<file path="src/hw/rtl/stt_pkg.sv">
// Package for the software timer table: table size, item and result codes,
// sequencer states and the timer memory write request.
// No dependencies.
package stt_pkg;

  localparam int NUM_SLOTS = 32;
  localparam int SLOT_W    = (NUM_SLOTS > 1) ? $clog2(NUM_SLOTS) : 1;

  localparam int IN_DATA_W  = 40;
  localparam int OUT_DATA_W = 40;

  typedef enum logic [2:0] {
    KIND_TICK   = 3'd0,
    KIND_ALLOC  = 3'd1,
    KIND_CONFIG = 3'd2,
    KIND_FREE   = 3'd3,
    KIND_SCAN   = 3'd4
  } kind_e;

  typedef enum logic [1:0] {
    RES_ALLOCATED = 2'd0,
    RES_FULL      = 2'd1,
    RES_EXPIRY    = 2'd2,
    RES_DONE      = 2'd3
  } res_kind_e;

  typedef enum logic [2:0] {
    ST_IDLE,
    ST_ALLOC,
    ST_SCAN_RD,
    ST_SCAN_EVAL,
    ST_SCAN_DONE
  } state_e;

  typedef struct packed {
    logic              en;
    logic              period_en;
    logic [SLOT_W-1:0] addr;
    logic [31:0]       period;
    logic [31:0]       start;
  } mem_wr_t;

endpackage

</file>
<file path="src/hw/rtl/stt_timer_mem.sv">
// Period and start-time storage of the timer table, one write port and one
// registered read port. Depends on stt_pkg.
module stt_timer_mem (
  input  logic                   clk_i,
  input  stt_pkg::mem_wr_t       wr_i,
  input  logic                   rd_en_i,
  input  logic [stt_pkg::SLOT_W-1:0] rd_addr_i,
  output logic [31:0]            rd_period_o,
  output logic [31:0]            rd_start_o
);
  import stt_pkg::*;

  logic [31:0] period_mem [NUM_SLOTS];
  logic [31:0] start_mem  [NUM_SLOTS];

  always_ff @(posedge clk_i) begin
    if (wr_i.en) begin
      start_mem[wr_i.addr] <= wr_i.start;
      if (wr_i.period_en) begin
        period_mem[wr_i.addr] <= wr_i.period;
      end
    end
  end

  always_ff @(posedge clk_i) begin
    if (rd_en_i) begin
      rd_period_o <= period_mem[rd_addr_i];
      rd_start_o  <= start_mem[rd_addr_i];
    end
  end

endmodule

</file>
<file path="src/hw/rtl/software_timer_table.sv">
// Software timer table: top level with the slot sequencer, slot flags, tick
// counter and output register. Depends on stt_pkg and stt_timer_mem.
//
// A tick, configure or free transfer is taken in ST_IDLE and leaves the input
// ready. After its transfer an allocate sweeps the in-use flags from slot 0
// one slot per cycle and stalls the input until it finds the first free slot
// or the table is full, plus any output stall. A scan visits every slot once:
// an inactive slot takes a read state only, an active one a read state and an
// evaluate state (memory read, then the shared subtract and compare against
// its period), and the done result its own state; the input stays stalled
// throughout, plus any output stall. The single read port of the period/start
// memory is why an active slot needs both states. The memory needs no
// clearing pass after reset: an entry is read only while its slot is active,
// and only a configure makes a slot active and writes both words.
module software_timer_table (
  input  logic        clk_i,
  input  logic        rst_ni,
  input  logic        s_axis_tvalid_i,
  output logic        s_axis_tready_o,
  // slot[4:0], period[36:5], repeat_mode[37], start_active[38], has_handler[39]
  input  logic [stt_pkg::IN_DATA_W-1:0] s_axis_tdata_i,
  // kind[2:0]
  input  logic [2:0]  s_axis_tuser_i,
  output logic        m_axis_tvalid_o,
  input  logic        m_axis_tready_i,
  // slot_index[4:0], now_count[36:5], zero padding[39:37]
  output logic [stt_pkg::OUT_DATA_W-1:0] m_axis_tdata_o,
  // result_kind[1:0]
  output logic [1:0]  m_axis_tuser_o,
  output logic        m_axis_tlast_o
);
  import stt_pkg::*;

  localparam logic [SLOT_W-1:0] LAST_IDX = SLOT_W'(NUM_SLOTS - 1);

  state_e            state_q, state_d;
  logic [SLOT_W-1:0] idx_q, idx_d;
  logic [31:0]       tick_count_q;

  logic [NUM_SLOTS-1:0] in_use_q, active_q, periodic_q, handler_q;

  logic        out_valid_q;
  res_kind_e   out_kind_q, out_kind_d;
  logic [4:0]  out_slot_q, out_slot_d;
  logic        out_last_q, out_last_d;
  logic [31:0] out_now_q;
  logic        out_free, load_out;

  logic        acc;
  kind_e       in_kind;
  logic [4:0]  in_slot;
  logic [31:0] in_period;
  logic        in_repeat, in_act, in_hand, slot_ok;
  logic [SLOT_W-1:0] in_addr;

  mem_wr_t     wr;
  logic        rd_en;
  logic [31:0] rd_period, rd_start;
  logic [31:0] elapsed, new_start;
  logic        expired;
  logic        alloc_claim, expire_clear;

  assign acc       = s_axis_tvalid_i && s_axis_tready_o;
  assign in_kind   = kind_e'(s_axis_tuser_i);
  assign in_slot   = s_axis_tdata_i[4:0];
  assign in_period = s_axis_tdata_i[36:5];
  assign in_repeat = s_axis_tdata_i[37];
  assign in_act    = s_axis_tdata_i[38];
  assign in_hand   = s_axis_tdata_i[39];
  assign slot_ok   = {1'b0, in_slot} < 6'(NUM_SLOTS);
  assign in_addr   = in_slot[SLOT_W-1:0];

  assign s_axis_tready_o = (state_q == ST_IDLE);
  assign out_free        = !out_valid_q || m_axis_tready_i;

  // Shared evaluation unit: wrapping elapsed time against the period.
  assign elapsed   = tick_count_q - rd_start;
  assign expired   = (elapsed >= rd_period);
  assign new_start = rd_start + rd_period;

  stt_timer_mem u_mem (
    .clk_i      (clk_i),
    .wr_i       (wr),
    .rd_en_i    (rd_en),
    .rd_addr_i  (idx_q),
    .rd_period_o(rd_period),
    .rd_start_o (rd_start)
  );

  always_ff @(posedge clk_i or negedge rst_ni) begin
    if (!rst_ni) begin
      state_q <= ST_IDLE;
      idx_q   <= '0;
    end else begin
      state_q <= state_d;
      idx_q   <= idx_d;
    end
  end

  always_comb begin
    state_d      = state_q;
    idx_d        = idx_q;
    load_out     = 1'b0;
    out_kind_d   = RES_DONE;
    out_slot_d   = 5'(idx_q);
    out_last_d   = 1'b1;
    alloc_claim  = 1'b0;
    expire_clear = 1'b0;
    rd_en        = 1'b0;
    wr           = '0;
    unique case (state_q)
      ST_IDLE: begin
        if (acc) begin
          case (in_kind)
            KIND_ALLOC: begin
              idx_d   = '0;
              state_d = ST_ALLOC;
            end
            KIND_CONFIG: begin
              if (slot_ok) begin
                wr.en        = 1'b1;
                wr.period_en = 1'b1;
                wr.addr      = in_addr;
                wr.period    = in_period;
                wr.start     = in_act ? tick_count_q : 32'd0;
              end
            end
            KIND_SCAN: begin
              idx_d   = '0;
              state_d = ST_SCAN_RD;
            end
            default: ;
          endcase
        end
      end
      ST_ALLOC: begin
        if (!in_use_q[idx_q]) begin
          if (out_free) begin
            load_out    = 1'b1;
            out_kind_d  = RES_ALLOCATED;
            alloc_claim = 1'b1;
            state_d     = ST_IDLE;
          end
        end else if (idx_q == LAST_IDX) begin
          if (out_free) begin
            load_out   = 1'b1;
            out_kind_d = RES_FULL;
            out_slot_d = 5'd0;
            state_d    = ST_IDLE;
          end
        end else begin
          idx_d = idx_q + 1'b1;
        end
      end
      ST_SCAN_RD: begin
        if (active_q[idx_q]) begin
          rd_en   = 1'b1;
          state_d = ST_SCAN_EVAL;
        end else if (idx_q == LAST_IDX) begin
          state_d = ST_SCAN_DONE;
        end else begin
          idx_d = idx_q + 1'b1;
        end
      end
      ST_SCAN_EVAL: begin
        // An event that cannot be placed yet holds the slot untouched.
        if (!(expired && handler_q[idx_q] && !out_free)) begin
          if (expired) begin
            if (periodic_q[idx_q]) begin
              wr.en    = 1'b1;
              wr.addr  = idx_q;
              wr.start = new_start;
            end else begin
              expire_clear = 1'b1;
            end
            if (handler_q[idx_q]) begin
              load_out   = 1'b1;
              out_kind_d = RES_EXPIRY;
              out_last_d = 1'b0;
            end
          end
          if (idx_q == LAST_IDX) begin
            state_d = ST_SCAN_DONE;
          end else begin
            idx_d   = idx_q + 1'b1;
            state_d = ST_SCAN_RD;
          end
        end
      end
      ST_SCAN_DONE: begin
        if (out_free) begin
          load_out   = 1'b1;
          out_kind_d = RES_DONE;
          out_slot_d = 5'd0;
          state_d    = ST_IDLE;
        end
      end
      default: state_d = ST_IDLE;
    endcase
  end

  always_ff @(posedge clk_i or negedge rst_ni) begin
    if (!rst_ni) begin
      tick_count_q <= '0;
      in_use_q     <= '0;
      active_q     <= '0;
      periodic_q   <= '0;
      handler_q    <= '0;
    end else begin
      if (acc && in_kind == KIND_TICK) begin
        tick_count_q <= tick_count_q + 32'd1;
      end
      if (acc && in_kind == KIND_CONFIG && slot_ok) begin
        active_q[in_addr]   <= in_act;
        periodic_q[in_addr] <= in_repeat;
        handler_q[in_addr]  <= in_hand;
      end
      if (acc && in_kind == KIND_FREE && slot_ok) begin
        in_use_q[in_addr]   <= 1'b0;
        active_q[in_addr]   <= 1'b0;
        periodic_q[in_addr] <= 1'b0;
        handler_q[in_addr]  <= 1'b0;
      end
      if (alloc_claim) begin
        in_use_q[idx_q] <= 1'b1;
      end
      if (expire_clear) begin
        in_use_q[idx_q]   <= 1'b0;
        active_q[idx_q]   <= 1'b0;
        periodic_q[idx_q] <= 1'b0;
        handler_q[idx_q]  <= 1'b0;
      end
    end
  end

  always_ff @(posedge clk_i or negedge rst_ni) begin
    if (!rst_ni) begin
      out_valid_q <= 1'b0;
    end else if (load_out) begin
      out_valid_q <= 1'b1;
    end else if (m_axis_tready_i) begin
      out_valid_q <= 1'b0;
    end
  end

  always_ff @(posedge clk_i) begin
    if (load_out) begin
      out_kind_q <= out_kind_d;
      out_slot_q <= out_slot_d;
      out_last_q <= out_last_d;
      out_now_q  <= tick_count_q;
    end
  end

  assign m_axis_tvalid_o = out_valid_q;
  assign m_axis_tdata_o  = {3'b000, out_now_q, out_slot_q};
  assign m_axis_tuser_o  = out_kind_q;
  assign m_axis_tlast_o  = out_last_q;

  // Only the scan done, allocate and table full results close an item.
  a_expiry_not_last : assert property (@(posedge clk_i) disable iff (!rst_ni)
    m_axis_tvalid_o && m_axis_tuser_o == RES_EXPIRY |-> !m_axis_tlast_o)
    else $error("expiry event marked as last transfer");

  // A slot under evaluation was active when its memory read was issued.
  a_eval_active : assert property (@(posedge clk_i) disable iff (!rst_ni)
    state_q == ST_SCAN_EVAL |-> active_q[idx_q])
    else $error("evaluating an inactive slot");

  a_tick_count : assert property (@(posedge clk_i) disable iff (!rst_ni)
    acc && in_kind == KIND_TICK |=> tick_count_q == $past(tick_count_q) + 32'd1)
    else $error("tick transfer did not advance the counter");

  a_scan_no_input : assert property (@(posedge clk_i) disable iff (!rst_ni)
    (state_q == ST_SCAN_RD || state_q == ST_SCAN_EVAL) |-> !s_axis_tready_o)
    else $error("input accepted during a scan");

endmodule
</file>
<file path="config.mk">
export PLATFORM = sky130hd
export DESIGN_NAME = software_timer_table
export DESIGN_NICKNAME = d
export VERILOG_FILES = /design/src/hw/rtl/stt_pkg.sv /design/src/hw/rtl/stt_timer_mem.sv /design/src/hw/rtl/software_timer_table.sv
export SDC_FILE = /design/constraint.sdc
export NUM_CORES = 2
export LEC_CHECK = 0
export BUFFER_PORTS_ARGS = -buffer_cell sky130_fd_sc_hd__buf_2
export CELL_PAD_IN_SITES_DETAIL_PLACEMENT = 1
export CELL_PAD_IN_SITES_GLOBAL_PLACEMENT = 2
export CORE_ASPECT_RATIO = 1.75
export CORE_MARGIN = 1
export CORE_UTILIZATION = 45
export CTS_CLUSTER_SIZE = 8
export DETAILED_ROUTE_END_ITERATION = 6
export HOLD_SLACK_MARGIN = 0.06
export PLACE_DENSITY = 0.72
export SLEW_MARGIN = 10
export SYNTH_ARGS = -nofsm -noshare
export SYNTH_HDL_FRONTEND = slang
export SYNTH_SLANG_ARGS = --single-unit
</file>
<file path="constraint.sdc">
create_clock -name clk_i -period 6.87 [get_ports clk_i]
set_input_delay 0.687 -clock clk_i [delete_from_list [all_inputs] [get_ports clk_i]]
set_output_delay 0.687 -clock clk_i [all_outputs]
set_load 0.02 [all_outputs]
</file>
==> flow_summary.ini <==
[power_and_ir_drop]
swShare_pct = 24.8
p_leak_nw = 38.7
power.switching_mw = 8.69
p_int_mw = 26.3
power.share.clock_pct = 41.0
seq_power_share_pct = 45.2
peakVddDrop_mv = 0.255
pwr_density_cell_nw_per_um2 = 324
pwr-share-comb_pct = 13.8

[timing]
tightest_slew_ns = 1.29
setup_viol = 0
clock_skew_ns = 0.102
fin_setup_tns_ns = 0
slew_violations = 0
fmax_mhz = 156
finalCriticalPeriod_ns = 6.42
rsz0062_at_grt = false
min_period_over_period_pct = 93.5
max_slew_margin_pct = 13.7
hold_viol = 0

[die]
chipWidth_um = 346
dieArea_um2 = 210000
num_rows = 220
initial_core_util_pct = 45.4
fp.coreArea_um2 = 206000
io_pins = 92
die_y_um = 605

[layout]
final_cell_mix = 2152 x edfxtp_1, 534 x mux4_2, 339 x clkbuf_16
area_growth_syn_to_layout_pct = 15.7
fin_cells = 8049
fin_nets = 5457
layout_commonest_cell = edfxtp_1
design_area_um2 = 108000
drive_gt1_share_pct = 25.2

[drt]
drt-total-wl_um = 286000
drc_errors = 0
wl_per_cell_um = 35.5
drt_iter0_drc = 4484
dr.pass1.iters = 5
vias = 50000
drtAntennaViolNets = 0
drt-vias-per-instance = 6.22

[cts]
cts_tree = done
cts_root_buf = clkbuf_16
clk_pin_slew_ns = 0.06
cts_made_buffers = 332
clock_sinks = 2321
h-tree-depth = 5
post-cts-setup-buffers = 0
clock_path_buffers = 4
clk_latency_ns = 0.87

[worst_setup_path]
cp_max_fo = 32
slowest_delay_ns = 0.50
cp.required_ns = 7.32
critPathSlowestCell = a21oi_1
path_class = flop to flop
arrival_ns = 6.87
endpoint_kind = flop
cp-start-kind = flop

[synthesis]
yosysSeqAreaShare_pct = 73.7
synthCells = 4902
synth_edf_count = 2152
synth-seq-cells = 2321
ys_types = 74
async_flop_share_pct = 7.28
synth_top_area_cell = edfxtp_1
synth_area_leaders = edfxtp_1 69%, mux4_2 13%, dfrtp_1 4.5%
yosysWarnings = 0
ys.flop_type = edfxtp_1
netlist_area_um2 = 93400
synth_area_per_cell_um2 = 19.1
synth_top_area_share_pct = 69.2

[job]
max_cap_violations = 0

[global_routing]
overflow = 0
grt_pass1_wl_um = 405000
antenna_found_initial = 18
grt_pass1_vias = 53900
grt_max_degree = 115
grt_usage_pct = 27.4

[min_path]
hp-class = input pin to flop

[place]
place_inst = 7637
hpwl_um = 185000
finalWeightedCongestion = 0.881
io_buffers = 88
post_dp_cell_area_um2 = 99300

[outcome]
status = finished clean
-- critical path, delay by kind of cell (launching register included) --
family                   cells  cell delay, ns
XOR/XNOR                     1            0.15
adder cells (fa/ha/maj)      2            0.59
flip-flops                   1            0.48
AND/OR/NAND/NOR              6            1.48
AO/OA/AOI/OAI               13            2.53
buffers and inverters        3            0.75
-- cells in the mapped netlist (35+ instances only) --
cell type and instances:
a21oi_1 148, mux2i_1 108, o22ai_1 38, a21o_1 52, nor2_1 193, a22oi_1 224, nand2_1 194, edfxtp_1 2152
xor2_1 35, mux4_2 534, and3_1 72, xnor2_1 51, clkbuf_1 152, and2_1 44, nand3_1 65, buf_2 67
ha_1 100, inv_1 99, dfrtp_1 169, o21ai_0 166
-- repair_timing --
action | CTS | global route
setup endpoints to repair | 0 | 58
resized for setup | 0 | 1
hold buffers | 1 | 0
endpoints found under the hold margin | 52 | 0
-- area by class of cell --
class	instances	area (um^2)
flip-flops and latches	2321	68900
fillers	18300	97500
inverters	99	374
clock buffers	390	8670
multi-input cells	2235	23800
diodes	12	30.0
repair buffers	319	2930
clock inverters	9	90.1
well taps	2664	3330
-- registers in the layout (all words and copies together) (netlist names), 5 cells and up --
signal and cells:
u_mem.period_mem 1024, u_mem.start_mem 1024, active_q 32, handler_q 32
in_use_q 32, out_now_q 32, periodic_q 32, tick_count_q 32
u_mem.rd_period_o 32, u_mem.rd_start_o 32, idx_q 5, out_slot_q 5
-- per-stage QoR --
stage / hold WS [ns] / utilization [%] / power (mW) / worst slack [ns]
2_1_floorplan: 0.391 / - / 19.3 / 0.436
4_1_cts: 0.251 / 52.6 / 35.3 / 0.362
5_1_grt: 0.305 / 52.6 / 36.0 / 0.00953
6_report: 0.292 / 52.6 / 35.0 / 0.448
3_3_place_gp: 0.498 / 48.3 / 20.9 / 0.381
3_5_place_dp: 0.508 / 48.3 / 21.0 / 0.440
-- logic make-up after synthesis --
logic type	after synthesis	synth area share (%)
buffers and inverters	348	1.56
adders and majority gates	102	1.38
AOI/OAI and AO/OA	712	4.90
other	1	0.00401
and+or+nand+nor	681	3.52
muxes	651	14.1
xor gates and xnor gates	86	0.806
DFF	2321	73.7
-- metal layers --
layer  GRT usage [%]  wire [um]  vias to the layer above
met3            3.73      14300                      545
met5               0         41                        -
met1            31.7     103000                    27000
li1                -          -                    20700
met2            49.6     153000                     1829
met4            13.8      15800                        6
-- worst paths after layout --
check	slack [ns]	depth (start not counted)	to	start
max	0.45	25	u_mem.start_mem[26][28]$_DFFE_PP_	tick_count_q[1]$_DFFE_PN0P_
min	0.29	3	m_axis_tvalid_o$_DFFE_PN0P_	m_axis_tready_i
max reg2reg	0.45	25	u_mem.start_mem[26][28]$_DFFE_PP_	tick_count_q[1]$_DFFE_PN0P_
min reg2reg	0.52	2	periodic_q[17]$_DFF_PN0_	periodic_q[17]$_DFF_PN0_
max in group asynchronous	5.00	3	periodic_q[15]$_DFF_PN0_	rst_ni
min in group asynchronous	0.44	2	periodic_q[10]$_DFF_PN0_	rst_ni
-- power by group through the flow --
| stage | combinational, mW | sequential (mW) | clock [mW] |
|---|---|---|---|
| floorplan | 3.24 | 16.0 | 0 |
| global placement | 4.87 | 16.1 | 0 |
| detailed placement | 4.90 | 16.1 | 0 |
| CTS | 4.92 | 15.8 | 14.6 |
| global route | 5.11 | 15.8 | 15.1 |
| finish | 4.84 | 15.8 | 14.4 |
Note: power is estimated with default switching activity, not from simulation.
